[src/tob_pkg.sv]
// ----------------------------------------------------------------------------
// tob_pkg
// Shared types and constants for the tile overlap blend unit.
// ----------------------------------------------------------------------------
package tob_pkg;

    localparam int MAX_TILES  = 16;
    localparam int TILE_IDX_W = $clog2(MAX_TILES);
    localparam int COUNT_W    = 5;
    localparam int CFG_W      = 5;
    localparam int RAMP_W     = 17;

    localparam logic OP_LOAD  = 1'b0;
    localparam logic OP_BLEND = 1'b1;

    typedef struct packed {
        logic        op;
        logic [15:0] pos_x;
        logic [15:0] pos_y;
        logic [3:0]  tile_slot;
        logic [15:0] tile_w;
        logic [15:0] tile_h;
        logic [23:0] sample_a;
        logic [23:0] sample_b;
        logic [23:0] sample_c;
        logic [23:0] sample_d;
    } in_item_t;

    typedef struct packed {
        logic [7:0]         out_ch0;
        logic [7:0]         out_ch1;
        logic [7:0]         out_ch2;
        logic [COUNT_W-1:0] cover_count;
    } out_item_t;

    typedef struct packed {
        logic [23:0]        s_a;
        logic [23:0]        s_b;
        logic [23:0]        s_c;
        logic [23:0]        s_d;
        logic [RAMP_W-1:0]  nx;
        logic [RAMP_W-1:0]  dx;
        logic [RAMP_W-1:0]  ny;
        logic [RAMP_W-1:0]  dy;
        logic [COUNT_W-1:0] count;
    } job_t;

    typedef struct packed {
        logic [RAMP_W-1:0] n;
        logic [RAMP_W-1:0] d;
    } ramp_t;

    typedef enum logic [2:0] {
        B_IDLE,
        B_MUL1,
        B_MUL2,
        B_PREP,
        B_DIV,
        B_DONE
    } back_state_t;

endpackage

[src/tob_front.sv]
// ----------------------------------------------------------------------------
// tob_front
// Holds the tile table, takes transactions, finds covering tiles and ramps.
// ----------------------------------------------------------------------------
module tob_front
    import tob_pkg::*;
(
    input  logic               clk,
    input  logic               rst_n,
    input  logic               in_valid,
    output logic               in_stall,
    input  in_item_t           in_data,
    input  logic [CFG_W-1:0]   tiles_in_use,
    input  logic               q_full,
    output logic               push,
    output job_t               job
);

    logic [15:0] ox_reg [MAX_TILES];
    logic [15:0] oy_reg [MAX_TILES];
    logic [15:0] w_reg  [MAX_TILES];
    logic [15:0] h_reg  [MAX_TILES];

    logic                 a_valid_reg, a_valid_next;
    in_item_t             a_item_reg;
    logic [MAX_TILES-1:0] a_mask_reg;
    logic [MAX_TILES-1:0] mask_now;
    logic                 accept;
    logic [CFG_W:0]       limit;

    logic [COUNT_W-1:0]    count;
    logic [TILE_IDX_W-1:0] i0, i1, i3, iy;
    ramp_t                 rx, ry;

    function automatic ramp_t ramp_f(logic [15:0] o1, logic [15:0] len,
                                     logic [15:0] o2, logic [15:0] pos);
        ramp_t       r;
        logic [16:0] e;
        logic [16:0] o2p;
        e   = {1'b0, o1} + {1'b0, len};
        o2p = {1'b0, o2} + 17'd1;
        if (e <= o2p || pos < o2)
        begin
            r.n = '0;
            r.d = RAMP_W'(1);
        end
        else
        begin
            r.d = e - o2p;
            r.n = {1'b0, pos} - {1'b0, o2};
            if (r.n > r.d)
                r.n = r.d;
        end
        return r;
    endfunction

    assign in_stall = a_valid_reg && q_full;
    assign accept   = in_valid && !in_stall;
    assign push     = a_valid_reg && !q_full;
    assign limit    = ({1'b0, tiles_in_use} > (CFG_W+1)'(MAX_TILES)) ?
                      (CFG_W+1)'(MAX_TILES) : {1'b0, tiles_in_use};

    always_comb
    begin
        for (int i = 0; i < MAX_TILES; i++)
        begin
            mask_now[i] = ((CFG_W+1)'(i) < limit) &&
                (in_data.pos_x >= ox_reg[i]) &&
                ({1'b0, in_data.pos_x} < {1'b0, ox_reg[i]} + {1'b0, w_reg[i]}) &&
                (in_data.pos_y >= oy_reg[i]) &&
                ({1'b0, in_data.pos_y} < {1'b0, oy_reg[i]} + {1'b0, h_reg[i]});
        end
    end

    always_comb
    begin
        a_valid_next = a_valid_reg;
        if (push)
            a_valid_next = 1'b0;
        if (accept && in_data.op == OP_BLEND)
            a_valid_next = 1'b1;
    end

    always_ff @(posedge clk or negedge rst_n)
    begin
        if (!rst_n)
        begin
            a_valid_reg <= 1'b0;
            for (int i = 0; i < MAX_TILES; i++)
            begin
                ox_reg[i] <= '0;
                oy_reg[i] <= '0;
                w_reg[i]  <= '0;
                h_reg[i]  <= '0;
            end
        end
        else
        begin
            a_valid_reg <= a_valid_next;
            if (accept && in_data.op == OP_LOAD)
            begin
                ox_reg[in_data.tile_slot[TILE_IDX_W-1:0]] <= in_data.pos_x;
                oy_reg[in_data.tile_slot[TILE_IDX_W-1:0]] <= in_data.pos_y;
                w_reg[in_data.tile_slot[TILE_IDX_W-1:0]]  <= in_data.tile_w;
                h_reg[in_data.tile_slot[TILE_IDX_W-1:0]]  <= in_data.tile_h;
            end
        end
    end

    always_ff @(posedge clk)
    begin
        if (accept && in_data.op == OP_BLEND)
        begin
            a_item_reg <= in_data;
            a_mask_reg <= mask_now;
        end
    end

    // index of the first, second and fourth covering tile
    always_comb
    begin
        logic [MAX_TILES-1:0] below;
        logic [COUNT_W-1:0]   rank;
        i0 = '0;
        i1 = '0;
        i3 = '0;
        for (int i = 0; i < MAX_TILES; i++)
        begin
            below = a_mask_reg & ((MAX_TILES'(1) << i) - MAX_TILES'(1));
            rank  = COUNT_W'($countones(below));
            if (a_mask_reg[i] && rank == COUNT_W'(0))
                i0 = TILE_IDX_W'(i);
            if (a_mask_reg[i] && rank == COUNT_W'(1))
                i1 = TILE_IDX_W'(i);
            if (a_mask_reg[i] && rank == COUNT_W'(3))
                i3 = TILE_IDX_W'(i);
        end
    end

    assign count = COUNT_W'($countones(a_mask_reg));
    assign iy    = (count == COUNT_W'(4)) ? i3 : i1;
    assign rx    = ramp_f(ox_reg[i0], w_reg[i0], ox_reg[i1], a_item_reg.pos_x);
    assign ry    = ramp_f(oy_reg[i0], h_reg[i0], oy_reg[iy], a_item_reg.pos_y);

    always_comb
    begin
        job       = '0;
        job.count = count;
        job.dx    = RAMP_W'(1);
        job.dy    = RAMP_W'(1);
        case (count)
            COUNT_W'(1):
            begin
                job.s_a = a_item_reg.sample_a;
            end
            COUNT_W'(2):
            begin
                job.s_a = a_item_reg.sample_a;
                job.s_b = a_item_reg.sample_b;
                if ({1'b0, i0} + 1'b1 == {1'b0, i1})
                begin
                    job.nx = rx.n;
                    job.dx = rx.d;
                end
                else
                begin
                    job.nx = ry.n;
                    job.dx = ry.d;
                end
            end
            COUNT_W'(4):
            begin
                job.s_a = a_item_reg.sample_a;
                job.s_b = a_item_reg.sample_b;
                job.s_c = a_item_reg.sample_c;
                job.s_d = a_item_reg.sample_d;
                job.nx  = rx.n;
                job.dx  = rx.d;
                job.ny  = ry.n;
                job.dy  = ry.d;
            end
            default:
            begin
                job.s_a = '0;
            end
        endcase
    end

endmodule

[config.mk]
export PLATFORM = sky130hd
export DESIGN_NAME = tob_front
export DESIGN_NICKNAME = d
export VERILOG_FILES = /design/src/tob_pkg.sv /design/src/tob_front.sv
export SDC_FILE = /design/constraint.sdc
export NUM_CORES = 2
export LEC_CHECK = 0
export CORE_ASPECT_RATIO = 0.6
export CORE_MARGIN = 5
export CORE_UTILIZATION = 55
export DETAILED_ROUTE_END_ITERATION = 7
export DONT_BUFFER_PORTS = 1
export PLACE_DENSITY_LB_ADDON = 0.12
export SETUP_SLACK_MARGIN = 0.4
export SKIP_LAST_GASP = 1
export SLEW_MARGIN = 20
export SYNTH_ARGS = -nofsm -noshare
export SYNTH_HDL_FRONTEND = slang
export SYNTH_SLANG_ARGS = --single-unit
[constraint.sdc]
create_clock -name clk -period 16.6 [get_ports clk]
set_input_delay 4.98 -clock clk [delete_from_list [all_inputs] [get_ports clk]]
set_output_delay 4.98 -clock clk [all_outputs]
set_load 0.005 [all_outputs]
==> results.md <==
- Outcome: finished clean
- Share of layout cells above drive strength 1: 0.1825
- Worst EP arrival: between 10000 and 15000 ps
- Initial antenna violation count: 26
- Initial DRC count: roughly 13000
- Max-cap violations: 0
- Synth Register Bits: 1169
- CP peak stage delay: roughly 880 ps
- Overflow after GRT: 0
- TritonCTS clock tree: done
- Clock-pin slew on the worst setup and hold paths: roughly 70 ps
- Cell family with most CP delay: compound AO/OA/AOI/OAI gates
- Largest cells by area after synthesis: dfrtp_1, ha_1, mux2_2
- Synth top area share: 0.2403
- Dominant cell type by area after synthesis: dfrtp_1
- Die ar.: 203300 µm²
- Crit Path Max Fanout: 14
- Post-synth top flop: dfrtp_1
- Number of port buffers: 0
- Worst endpoint required time: between 10000 and 15000 ps
- Fin Clk Skew: around 39 ps
- Mapped Area: 106800 µm²
- Hold path cells: 1
- DR vias: around 98000
- FF-to-FF path depth: 19
- Synth Instances: approximately 12000
- Die Width: roughly 580 µm
- Count of final hold-check violations: 0
- Largest net degree at the start of global routing: 163
- Sum of buffers and inverters on the critical path: 11
- H-tree depth: 4
- Max-slew violations: 0
- Drt drc: 0
- Setup crit start: a_mask_reg[9]
- Routability cong.: roughly 1
- Setup TNS: 0 ps
- Synth warnings: 0
- CTS buffer count: 141
- Async SR Flop Fraction: 0.8768
- Layout overhead on the synthesized area: 13.40%
- Sequential element share of the synthesized area: 0.2808
- Drt total wl: 454700 µm
- Number of synthesized flops with an enable pin: 144
- First-pass GRT wire length: 634000 µm
- Final #Nets: 13710
- Slew @ Worst Pin: ~1300 ps
- Core Area: 193300 µm²
- CP max stage cell: nor2_2
- 1st-pass router iterations: 6
- Crit Path Category: reg -> out
- Vias per cell: 6.745
- Reg2Reg Setup Slack: 9630 ps
- Worst r2r src: oy_reg[80]
- Min-delay worst type: reg -> reg
- Clk root buf: clkbuf_16
- Post-DP HPWL: 343100 µm
- Setup crit end kind: output pin
- Syn nets: 13490
- Most used cell, CP: buf_4
- Worst-Skew Late Latency: 820 ps
- Synth cell types: ~120
- RSZ-0062 raised after global routing: yes
- Tmin final: 16460 ps
- Number of primary I/O pins: 345
- Levels on crit path: 50
- Setup Viol. Count Final: 0
- Avg WL per Cell: between 30 and 40 µm
- Die height: about 350 µm
- GRT Total Usage: 0.4264
- Sink Count: between 1000 and 1500
- Slew Limit Headroom: 0.09283
- Crit share post-route: 0.9913
- Row cnt: 125
- Initial Util: 0.5523
- Reg2reg end: a_mask_reg[10]
- Vias in the first global route: around 90000
- Kind of start point of the critical path: flop
- Critical Path End: job[70]
- Routed Antenna Nets: 0
- Syn avg cell area: slightly above 9 µm²
- Clock Path Buffers: 4
- Fmax: 60.77 MHz
-- cell families (layout without fill, tap and decap cells) --
logic type | after synthesis | count (layout) | synth area share
adder cells (fa/ha/maj) | 1749 | 1749 | 0.2092
XOR/XNOR | 515 | 515 | 0.04282
flip-flops | 1169 | 1169 | 0.2808
other | 0 | 25 | 0
AO/OA/AOI/OAI | 3342 | 3344 | 0.2056
buffers and inverters | 1432 | 1739 | 0.05236
AND/OR/NAND/NOR | 2369 | 2370 | 0.1047
multiplexers | 992 | 992 | 0.1046
-- per-layer routing --
| metal | vias up | track usage | wire [µm] |
|---|---|---|---|
| met5 | - | 0.005863 | 635 |
| met4 | 14 | 0.07969 | 9275 |
| met3 | 547 | 0.2568 | 90310 |
| met2 | 6458 | 0.4948 | 154500 |
| met1 | 48350 | 0.6487 | 199900 |
| li1 | 42470 | - | - |
-- worst register-to-register path: stages (launching register included) --
cell and delay [ps]:
dfrtp_1 550, ha_1 320, a21o_1 200, a21oi_1 470
o21bai_1 110, a21oi_1 240, o21bai_1 110, a21oi_1 250
o21bai_1 230, a21oi_1 320, o21bai_1 120, a21oi_1 260
nor2b_1 120, o31ai_1 370, mux2_2 390, a2111oi_0 400
ha_1 310, o211ai_1 180, o21ai_0 420, a211oi_1 1220
-- final cells by class --
type	count	area, µm²
clock inverters	36	332.8
well taps	2603	3257
clock buffers	202	4094
multi-input cells	8970	73820
flip-flops and latches	1169	29970
fillers	16170	72240
inverters	895	3401
repair inverters	2	32.53
diodes	25	62.56
repair buffers	604	6097
-- synth_stat cells (all sizes together) (131+ instances only) --
| cell type | instances |
|---|---|
| a211oi | 344 |
| xnor2 | 377 |
| a21oi | 876 |
| nand2 | 990 |
| and3 | 195 |
| mux2 | 847 |
| xor2 | 135 |
| a31oi | 152 |
| inv | 895 |
| dfrtp | 1025 |
| a311oi | 149 |
| mux2i | 131 |
| a21o | 528 |
| o21bai | 252 |
| edfxtp | 144 |
| o21ai | 543 |
| nor2 | 529 |
| ha | 1689 |
| nor2b | 145 |
| clkbuf | 440 |
-- layout by cell type (no fill, tap or decap), types with 33 or more instances in the layout --
cell / instances
ha_1: 1667
nand2_1: 972
buf_4: 477
nand2b_1: 94
and2_1: 77
nor2b_1: 141
dfrtp_1: 1025
buf_12: 47
o21a_1: 119
o21ai_0: 518
and3_1: 190
xor2_1: 131
mux2i_1: 122
nor2_1: 484
nor3b_1: 41
a311oi_1: 125
edfxtp_1: 144
clkbuf_1: 33
a21oi_2: 69
a31oi_1: 131
clkbuf_16: 156
nor3_1: 57
nand3_1: 79
a211oi_2: 33
xnor2_1: 373
fa_1: 50
a21oi_1: 785
o211ai_1: 60
inv_1: 880
a21o_1: 528
o31ai_1: 59
a211oi_1: 305
buf_6: 37
o21bai_1: 247
mux2_2: 843
-- timing repair --
action	in CTS	in global routing
pin swaps	78	148
buffers inserted	74	78
setup endpoints to repair	68	67
cloned	20	14
gates resized for setup	217	351
hold buffers	0	0
hold endpoints to repair	0	0
-- worst min path at each step --
stage	startpoint	endpoint	slack, ps
after floorplan	h_reg[112]	h_reg[112]	500
after global placement	h_reg[119]	h_reg[119]	510
after detailed placement	h_reg[124]	h_reg[124]	520
after CTS	h_reg[124]	h_reg[124]	530
after global routing	h_reg[53]	h_reg[53]	550
final	h_reg[188]	h_reg[188]	540
-- metrics by stage --
step | cell area [µm²] | instances | hold WS [ps] | utilization | worst slack, ps
6_report | 121100 | 14510 | 541.3 | 0.6263 | 144.9
5_1_grt | 121000 | 14480 | 553.8 | 0.6260 | -97.49
4_1_cts | 118300 | 14390 | 533.7 | 0.6121 | 402.7
3_5_place_dp | 111700 | 14060 | 520.0 | 0.5777 | -368.0
2_1_floorplan | 106800 | 11570 | 497.8 | - | 887.6
3_3_place_gp | 111700 | 14060 | 510.9 | 0.5776 | -408.0
Power is left out: the tool's default activity adds up to more than one toggle a clock period on the data nets, which glitch-free logic cannot reach.
