**src/tob_pkg.sv**
```systemverilog
// ----------------------------------------------------------------------------
// tob_pkg
// Shared types and constants for the tile overlap blend unit.
// ----------------------------------------------------------------------------
package tob_pkg;

    localparam int MAX_TILES  = 16;
    localparam int TILE_IDX_W = $clog2(MAX_TILES);
    localparam int COUNT_W    = 5;
    localparam int CFG_W      = 5;
    localparam int RAMP_W     = 17;

    localparam logic OP_LOAD  = 1'b0;
    localparam logic OP_BLEND = 1'b1;

    typedef struct packed {
        logic        op;
        logic [15:0] pos_x;
        logic [15:0] pos_y;
        logic [3:0]  tile_slot;
        logic [15:0] tile_w;
        logic [15:0] tile_h;
        logic [23:0] sample_a;
        logic [23:0] sample_b;
        logic [23:0] sample_c;
        logic [23:0] sample_d;
    } in_item_t;

    typedef struct packed {
        logic [7:0]         out_ch0;
        logic [7:0]         out_ch1;
        logic [7:0]         out_ch2;
        logic [COUNT_W-1:0] cover_count;
    } out_item_t;

    typedef struct packed {
        logic [23:0]        s_a;
        logic [23:0]        s_b;
        logic [23:0]        s_c;
        logic [23:0]        s_d;
        logic [RAMP_W-1:0]  nx;
        logic [RAMP_W-1:0]  dx;
        logic [RAMP_W-1:0]  ny;
        logic [RAMP_W-1:0]  dy;
        logic [COUNT_W-1:0] count;
    } job_t;

    typedef struct packed {
        logic [RAMP_W-1:0] n;
        logic [RAMP_W-1:0] d;
    } ramp_t;

    typedef enum logic [2:0] {
        B_IDLE,
        B_MUL1,
        B_MUL2,
        B_PREP,
        B_DIV,
        B_DONE
    } back_state_t;

endpackage

```
**src/tob_queue.sv**
```systemverilog
// ----------------------------------------------------------------------------
// tob_queue
// Two-entry job queue between classification and arithmetic.
// ----------------------------------------------------------------------------
module tob_queue
    import tob_pkg::*;
(
    input  logic clk,
    input  logic rst_n,
    input  logic push,
    input  job_t push_job,
    input  logic pop,
    output job_t pop_job,
    output logic full,
    output logic empty
);

    job_t       mem_reg [2];
    logic       wr_reg, wr_next;
    logic       rd_reg, rd_next;
    logic [1:0] cnt_reg, cnt_next;

    assign full    = cnt_reg == 2'd2;
    assign empty   = cnt_reg == 2'd0;
    assign pop_job = mem_reg[rd_reg];

    always_comb
    begin
        wr_next  = wr_reg ^ push;
        rd_next  = rd_reg ^ pop;
        cnt_next = cnt_reg + 2'(push) - 2'(pop);
    end

    always_ff @(posedge clk or negedge rst_n)
    begin
        if (!rst_n)
        begin
            wr_reg  <= 1'b0;
            rd_reg  <= 1'b0;
            cnt_reg <= 2'd0;
        end
        else
        begin
            wr_reg  <= wr_next;
            rd_reg  <= rd_next;
            cnt_reg <= cnt_next;
        end
    end

    always_ff @(posedge clk)
    begin
        if (push)
            mem_reg[wr_reg] <= push_job;
    end

endmodule

```
**config.mk**
```make
export PLATFORM = sky130hd
export DESIGN_NAME = tob_queue
export DESIGN_NICKNAME = d
export VERILOG_FILES = /design/src/tob_pkg.sv /design/src/tob_queue.sv
export SDC_FILE = /design/constraint.sdc
export NUM_CORES = 1
export LEC_CHECK = 0
export ABC_AREA = 0
export ABC_CLOCK_PERIOD_IN_PS = 8300
export BUFFER_PORTS_ARGS = -buffer_cell sky130_fd_sc_hd__buf_2
export CORE_MARGIN = 2
export CORE_UTILIZATION = 46
export DETAILED_ROUTE_END_ITERATION = 16
export PLACE_DENSITY_LB_ADDON = 0.12
export RECOVER_POWER = 25
export REMOVE_ABC_BUFFERS = 1
export SLEW_MARGIN = 15
export SYNTH_ARGS = -nofsm -noshare
export SYNTH_HDL_FRONTEND = slang
export SYNTH_SLANG_ARGS = --single-unit
export TNS_END_PERCENT = 20
```
**constraint.sdc**
```tcl
create_clock -name clk -period 8.3 [get_ports clk]
set_clock_uncertainty 0.1 [all_clocks]
set_input_delay 1.245 -clock clk [delete_from_list [all_inputs] [get_ports clk]]
set_output_delay 1.245 -clock clk [all_outputs]
set_load 0.02 [all_outputs]
```
==> results of run 1 <==
-- layout by cell type, fill, tap and decap left out, drive strengths merged --
cell type and instances:
buf 316, bufinv 5, clkbuf 81, clkinv 10, dfrtp 4, diode 2, edfxtp 338, ha 4
inv 4, mux2 169, nor2 1, nor2b 1, xor2 1, xor3 1
-- worst max-delay path: stages (launching register included) --
cell	delay, ns
dfrtp_4	0.73
buf_4	0.73
mux2_2	0.44
buf_2	0.16
-- through the flow --
stage | area, um^2 | hold WS [ns] | cells
floorplan | 12640 | 0.4796 | 523
global placement | 14910 | 0.5015 | 1251
detailed placement | 14910 | 0.5560 | 1251
CTS | 16060 | 0.4261 | 1313
global route | 16020 | 0.4759 | 1314
finish | 16020 | 0.4787 | 1315
-- kinds of logic after synthesis --
logic type / count (synthesis)
flip-flops: 342
XOR/XNOR: 2
AND/OR/NAND/NOR: 2
multiplexers: 169
buffers and inverters: 23
adder cells (fa/ha/maj): 4
-- power by group --
part	leakage [uW]	internal, uW	switching, uW
clock	0.000561	968	595
sequential	0.00322	2300	108
combinational	0.00246	800	1090
-- layout make-up --
type                    instances  area, um^2  share of cell area
clock inverters                15       191.4             0.01195
repair buffers                350        1727              0.1078
inverters                       4       15.01           0.0009370
flip-flops and latches        342       10250              0.6399
clock buffers                  47       963.4             0.06012
well taps                     378       473.0             0.02952
diodes                          2       5.005           0.0003123
multi-input cells             177        2396              0.1495
-- per-layer routing --
metal  vias up  GRT usage  share of wire
met3        52    0.05945          0.098
li1       2912          -              -
met1      3061     0.1904           0.38
met4         2    0.05527          0.026
met5         -          0        0.00052
met2       250     0.2758           0.50
-- path summary, 6_finish.rpt --
kind / startpoint / to / slack [ns] / cells after the start
hold reg to reg: cnt_reg[1] / cnt_reg[1] / 0.56 / 1
min in group clk: cnt_reg[1] / cnt_reg[1] / 0.56 / 1
setup reg to reg: wr_reg / mem_reg[0][9] / 5.91 / 3
setup / recovery: rd_reg / pop_job[164] / 4.33 / 3
hold / removal: rst_n / rd_reg / 0.48 / 1
max in group asynchronous: rst_n / rd_reg / 7.40 / 1
==> flow_summary.yaml, run 1 <==
detailed_routing:
  avgViaCountPerCell: 4.773
  drt_wl_total_mm: 24.83
  via_count: 6277
  final_antenna_net_count: 0
  first_pass_iters: 4
  drtIter0Drc: 358
  wl_per_cell_um: 18.89
  drc: 0
cts:
  clock-sinks: 342
  cts_buffer_depth: 3
  cts-buffers-inserted: 36
  cts_root_buffer: "clkbuf_16"
  insertion_delay_ns: 0.49
  cts_setup_buffers: 0
  cts-resized-gates: 0
  hold_buffers: 0
  cts_tree: "done"
  clk_pin_slew_worst_paths_ns: 0.05
  cts-htree-levels: 2
yosys:
  synth-xor-area-share: 0.002540
  synth_seq_cells: 342
  synth_fa_ha_area_frac: 0.003908
  ys_async_sr_fraction: 0.01170
  yosysWarnings: 0
  synth-edff-count: 338
  synth-compound-area-share: 0
  synth.area.top_cells: "edfxtp_1 (79%), mux2_4 (12%), mux2_2 (6.1%), buf_6 (1.1%), dfrtp_1 (0.78%)"
  yosysTopAreaCell: "edfxtp_1"
  synth.top_cell.area_share: 0.7926
  synth_mux_area_frac: 0.1779
  synth_cell_types: 12
  synth_most_common_cell: "edfxtp_1"
  avgSynthCellArea_um2: 23.63
  synth_top_family_by_area: "multiplexers"
  synth_ff_type: "edfxtp_1"
  synth_area_mm2: 0.01281
  yosysSeqAreaShare: 0.8004
  ys_top_cells_by_count: "edfxtp_1 (338), mux2_4 (100), mux2_2 (69), buf_6 (12), buf_2 (7)"
  synth_cells: 542
  synth-simple-area-share: 0.0007816
power:
  leakagePower_uw: 0.006239
  finalPower_uw: 5859
  powerDensity_mw_per_mm2: 365.6
  ir_drop_mv: 0.2161
outcome:
  status: "complete, no violations"
timing:
  slew_viol_final: 0
  fin_crit_sh: 0.4789
  fin_crit_ns: 3.975
  hold_violations: 0
  relSlewSlack: 0.3790
  postLayoutSetupSlackWorst_ns: 4.325
  worst_pin_slew_ns: 0.9314
  tns_ns: 0
  rsz0062_at_grt: "false"
  fmax_mhz: 251.6
  finalSetupViolCount: 0
placement:
  port_buffers: 343
  place_ws_ns: 4.831
  hpwl_mm: 16.64
  gp_routability_congestion: 0.7423
die:
  fp.dieH_um: 170.9
  start_util: 0.4635
  num_io_pins: 344
  num_rows: 61
  fp.dieW_um: 170.9
  fp.dieArea_mm2: 0.02919
  core_mm2: 0.02763
global_route:
  grt_usage: 0.1620
  grt_pass1_wl_mm: 35.74
  overflow: 0
  grt_pass1_vias: 6513
  grt_antenna_before_repair: 3
  grt_start_max_net_pins: 70
cells_and_area:
  area_growth_pct: 25.13
  utilization: 0.5800
  largest_reg_flops: 338
  nets: 1088
  fillCellCount: 2192
  layout-drive-gt1-share: 0.5701
min_path:
  hp-class: "in2async"
worst_setup_path:
  required_ns: 6.95
  cp-end-kind: "output port"
  cp_max_fo: 50
  path_class: "reg2out"
  start_kind: "flip-flop"
  worst_ep_arrival_time_ns: 2.63
flow_run:
  cap_violations: 0
(Power assumes the default switching activity.)
==> inputs of run 2 (changes only) <==
ABC_CLOCK_PERIOD_IN_PS = 3750   (was 8300)
clock period = 3.75 ns   (was 8.3 ns; I/O delays follow)
==> run 2 against run 1 <==
  * Non-clock buffer count is 4 higher
  * Sequential power is 120% higher
  * First-iteration DRC count is 6.1% lower
  * Combinational power is 130% higher
  * Register-to-register slack worse by 4.2 ns
  * Worst hold slack worse by 0.33 ns
  * Via count is 0.13% lower
  * Global-route usage is 0.15 points lower
==> flow_summary.yaml, run 2 (synthesis results as in run 1) <==
worst_setup_path:
  cp-end-kind: "output port"
  start_kind: "flip-flop"
  worst-path-buf-inv: 2
  cp_max_fo: 44
  path_class: "reg2out"
  worst_ep_arrival_time_ns: 2.37
  rrSetupSlack_ns: 1.75
  required_ns: 3.09
  crit_chain: "buf_4 > mux2_2 > buf_2"
  cp_top_family: "flip-flops"
  critPathSlowestCell: "dfrtp_4"
  slowest_delay_ns: 0.93
timing:
  slew_viol_final: 0
  rsz0062_at_grt: "false"
  fin_crit_ns: 3.033
  worst_pin_slew_ns: 0.7787
  relSlewSlack: 0.4809
  fin_crit_sh: 0.8089
  postLayoutSetupSlackWorst_ns: 0.7166
  finalSetupViolCount: 0
  fmax_mhz: 329.7
  hold_violations: 0
placement:
  place_ws_ns: 1.213
  hpwl_mm: 16.66
  port_buffers: 343
  placedCellCount: 1254
  gp_routability_congestion: 0.7352
detailed_routing:
  drc: 0
  drtIter0Drc: 336
  avgViaCountPerCell: 4.764
  first_pass_iters: 4
  drt_wl_total_mm: 24.62
  via_count: 6269
  wl_per_cell_um: 18.71
  final_antenna_net_count: 0
cts:
  cts_setup_buffers: 0
  cts-htree-levels: 2
  cts_buffer_depth: 3
  insertion_delay_ns: 0.49
  cts-buffers-inserted: 35
  clk_pin_slew_worst_paths_ns: 0.06
  cts_tree: "done"
  cts_root_buffer: "clkbuf_16"
  clock-sinks: 342
power:
  powerDensity_mw_per_mm2: 795.4
  ir_drop_mv: 0.4938
  leakagePower_uw: 0.006259
cells_and_area:
  nets: 1091
  area_growth_pct: 25.38
  layout-drive-gt1-share: 0.5791
  largest_reg_flops: 338
  final_cells: 1316
  layout_commonest_cell: "edfxtp_1"
  layout_common_cells: "edfxtp_1 (338), buf_2 (314), mux2_4 (100)"
die:
  fp.dieW_um: 170.9
  start_util: 0.4635
  fp.dieH_um: 170.9
  num_io_pins: 344
  num_rows: 61
  fp.dieArea_mm2: 0.02919
  core_mm2: 0.02763
global_route:
  met3_usage: 0.05436
  met1_usage: 0.1982
  grt_pass1_vias: 6516
  globalRouteMet2Util: 0.2684
  busiest_layer: "met2"
  grt_antenna_before_repair: 3
  overflow: 0
  grt_pass1_wl_mm: 35.51
  grt_start_max_net_pins: 84
  grt_usage: 0.1605
outcome:
  status: "complete, no violations"
flow_run:
  cap_violations: 0
min_path:
  hp-class: "in2reg"
run 2: worst reg2reg max path, delay by kind of cell (launching register included):
kind       cells  cell delay [ns]
flops          1             0.40
buf+inv        2             0.60
fa+ha+maj      1             0.49
run 2: path summary, 6_finish.rpt:
check,to,depth (start not counted),from
worst max-delay path,pop_job[39],3,rd_reg
worst min-delay path,mem_reg[1][68],1,push_job[68]
worst max register to register,mem_reg[0][120],3,wr_reg
worst min register to register,cnt_reg[1],1,cnt_reg[1]
max in group asynchronous,rd_reg,2,rst_n
min in group asynchronous,cnt_reg[1],2,rst_n
run 2: area by class of cell:
| type | instances | area, um^2 |
|---|---|---|
| Antenna cell | 2 | 5.005 |
| Clock buffer | 45 | 985.9 |
| Clock inverter | 14 | 62.56 |
| Fill cell | 2136 | 11570 |
| Inverter | 4 | 15.01 |
| Multi-Input combinational cell | 177 | 2396 |
| Sequential cell | 342 | 10250 |
| Tap cell | 378 | 473.0 |
| Timing Repair Buffer | 354 | 1866 |
run 2: routing by layer:
| layer | vias up | routed length [um] |
|---|---|---|
| met5 | - | 13 |
| met4 | 2 | 518 |
| met3 | 43 | 2332 |
| met2 | 243 | 12250 |
| met1 | 3076 | 9503 |
| li1 | 2905 | - |
run 2: report_power, final:
group          switching, uW  internal, uW
logic                   2390          1870
clock network           1320          1840
registers                285          5070
total                   3990          8780
run 2: timing repair:
action / 4_1_cts / 5_1_grt
hold buffers: 1 / 0
hold endpoints to repair: 4 / 0
resized for setup: 0 / 0
run 2: per-stage QoR:
stage	area [um^2]	total power [uW]	util	hold WS, ns	TNS [ns]
after detailed placement	15030	9765	0.5440	0.2741	0
after global routing	16050	13350	0.5811	0.1290	0
after CTS	16090	12950	0.5823	0.1220	0
after floorplan	12640	8300	-	0.1669	-921.39
after global placement	15030	9682	0.5440	0.2694	0
final	16060	12770	0.5812	0.1520	0
==> inputs of run 3 (changes only) <==
ABC_CLOCK_PERIOD_IN_PS = 2700   (was 3750)
clock period = 2.7 ns   (was 3.75 ns; I/O delays follow)
==> run 3 against run 2 <==
  * Cell count up 14%
  * Total power is 45% higher
  * Via count up 13%
  * Die area unchanged
  * Count of clock-buffer cells in the layout grew 5
  * First-iteration DRC count shrank 5.4%
  * Register-to-register slack got worse by 0.84 ns
  * Routed wire length is 11% higher
  * Critical path type unchanged
  * Critical endpoint is now pop_job[37]
  * Largest power group unchanged
  * Highest routed layer is now met4
==> flow_summary.yaml, run 3 (synthesis results as in run 1) <==
cts:
  clock-sinks: 342
  cts_buffer_depth: 3
  cts-buffers-inserted: 38
  clk_pin_slew_worst_paths_ns: 0.06
  cts-resized-gates: 0
  cts_root_buffer: "clkbuf_16"
  cts-htree-levels: 2
  insertion_delay_ns: 0.51
  cts_tree: "done"
global_route:
  grt_start_max_net_pins: 45
  grt_antenna_before_repair: 0
  grt_pass1_wl_mm: 40.57
  grt_usage: 0.1819
  grt_pass1_vias: 7751
  overflow: 0
timing:
  slew_viol_final: 0
  finalSetupViolCount: 0
  fin_crit_ns: 2.534
  hold_violations: 0
  worst_pin_slew_ns: 0.5786
  fin_crit_sh: 0.9387
  relSlewSlack: 0.6143
  hold_ws_ns: 0.02482
  rsz0062_at_grt: "false"
  tns_ns: 0
  fmax_mhz: 394.6
cells_and_area:
  layout-drive-gt1-share: 0.4630
  layout_commonest_cell: "edfxtp_1"
  nets: 1271
  area_growth_pct: 40.08
  fillCellCount: 2028
  largest_reg_flops: 338
  layout_common_cells: "edfxtp_1 (338), buf_2 (271), dlygate4sd3_1 (169)"
detailed_routing:
  final_antenna_net_count: 0
  drt_wl_total_mm: 27.39
  first_pass_iters: 4
  via_count: 7057
  wl_per_cell_um: 18.25
  drtIter0Drc: 318
  drc: 0
  avgViaCountPerCell: 4.702
power:
  pwr-share-clk: 0.255
  finalPower_uw: 18480
  leakagePower_uw: 0.006975
  switching_power_uw: 5804
  intPower_uw: 12670
  powerDensity_mw_per_mm2: 1030
  swShare: 0.3141
  seq_power_share: 0.398
  pwr-share-comb: 0.347
  ir_drop_mv: 0.6324
worst_setup_path:
  worst_ep_arrival_time_ns: 2.03
  cp_max_fo: 34
  cp-end-kind: "output port"
  path_class: "reg2out"
  start_kind: "flip-flop"
  rrSetupSlack_ns: 0.91
  required_ns: 2.19
placement:
  port_buffers: 343
  gp_routability_congestion: 0.7512
  hpwl_mm: 17.17
die:
  num_rows: 61
  fp.dieArea_mm2: 0.02919
  num_io_pins: 344
  fp.dieH_um: 170.9
  fp.dieW_um: 170.9
  core_mm2: 0.02763
  start_util: 0.4635
min_path:
  hp-class: "in2reg"
outcome:
  status: "complete, no violations"
flow_run:
  cap_violations: 0
[run 3: power groups by stage]
stage	Combinational [uW]	Clock, uW	Sequential [uW]
floorplan	3080	0	7740
global placement	6100	0	7440
detailed placement	6170	0	7510
CTS	6490	4830	7360
global route	6800	5050	7440
finish	6410	4720	7350
[run 3: final timing paths]
kind | endpoint | cells past startpoint | start
worst max-delay path | pop_job[37] | 3 | rd_reg
worst min-delay path | rd_reg | 2 | pop
worst max register to register | mem_reg[0][130] | 3 | wr_reg
worst min register to register | cnt_reg[1] | 1 | cnt_reg[1]
max in group asynchronous | rd_reg | 2 | rst_n
min in group asynchronous | rd_reg | 2 | rst_n
[run 3: metrics by stage]
| step | instance area [um^2] | instances | util | worst slack (ns) |
|---|---|---|---|---|
| after floorplan | 12640 | 523 | - | -3.621 |
| after global placement | 15150 | 1262 | 0.5484 | 0.5497 |
| after detailed placement | 15150 | 1262 | 0.5484 | 0.5175 |
| after CTS | 18020 | 1499 | 0.6522 | 0.1117 |
| after global routing | 17930 | 1499 | 0.6491 | 0.07630 |
| final | 17940 | 1501 | 0.6493 | 0.1655 |
[run 3: layout make-up]
cell class | count | area [um^2] | share of cell area
Sequential cell | 342 | 10250 | 0.5716
Timing Repair Buffer | 531 | 3649 | 0.2034
Multi-Input combinational cell | 177 | 2396 | 0.1336
Clock buffer | 50 | 1060 | 0.05908
Tap cell | 378 | 473.0 | 0.02637
Clock inverter | 17 | 87.58 | 0.004882
Inverter | 4 | 15.01 | 0.0008370
Antenna cell | 2 | 5.005 | 0.0002790
[run 3: what timing repair did]
item / in CTS / in global routing
setup buffers: 1 / 0
setup endpoints to repair: 29 / 0
hold endpoints to repair: 339 / 0
hold buffers: 169 / 0
[run 3: worst max-delay path: stages, from the launching register on]
cell and delay, ns:
dfrtp_4 0.66, buf_12 0.29, mux2_2 0.37, buf_2 0.16
[run 3: routing by layer]
| metal | vias up | GRT usage | part of all wire |
|---|---|---|---|
| met5 | - | 0 | 0 |
| li1 | 3275 | - | - |
| met2 | 272 | 0.3174 | 0.51 |
| met4 | 0 | 0.06374 | 0.028 |
| met1 | 3450 | 0.2136 | 0.39 |
| met3 | 60 | 0.05575 | 0.079 |
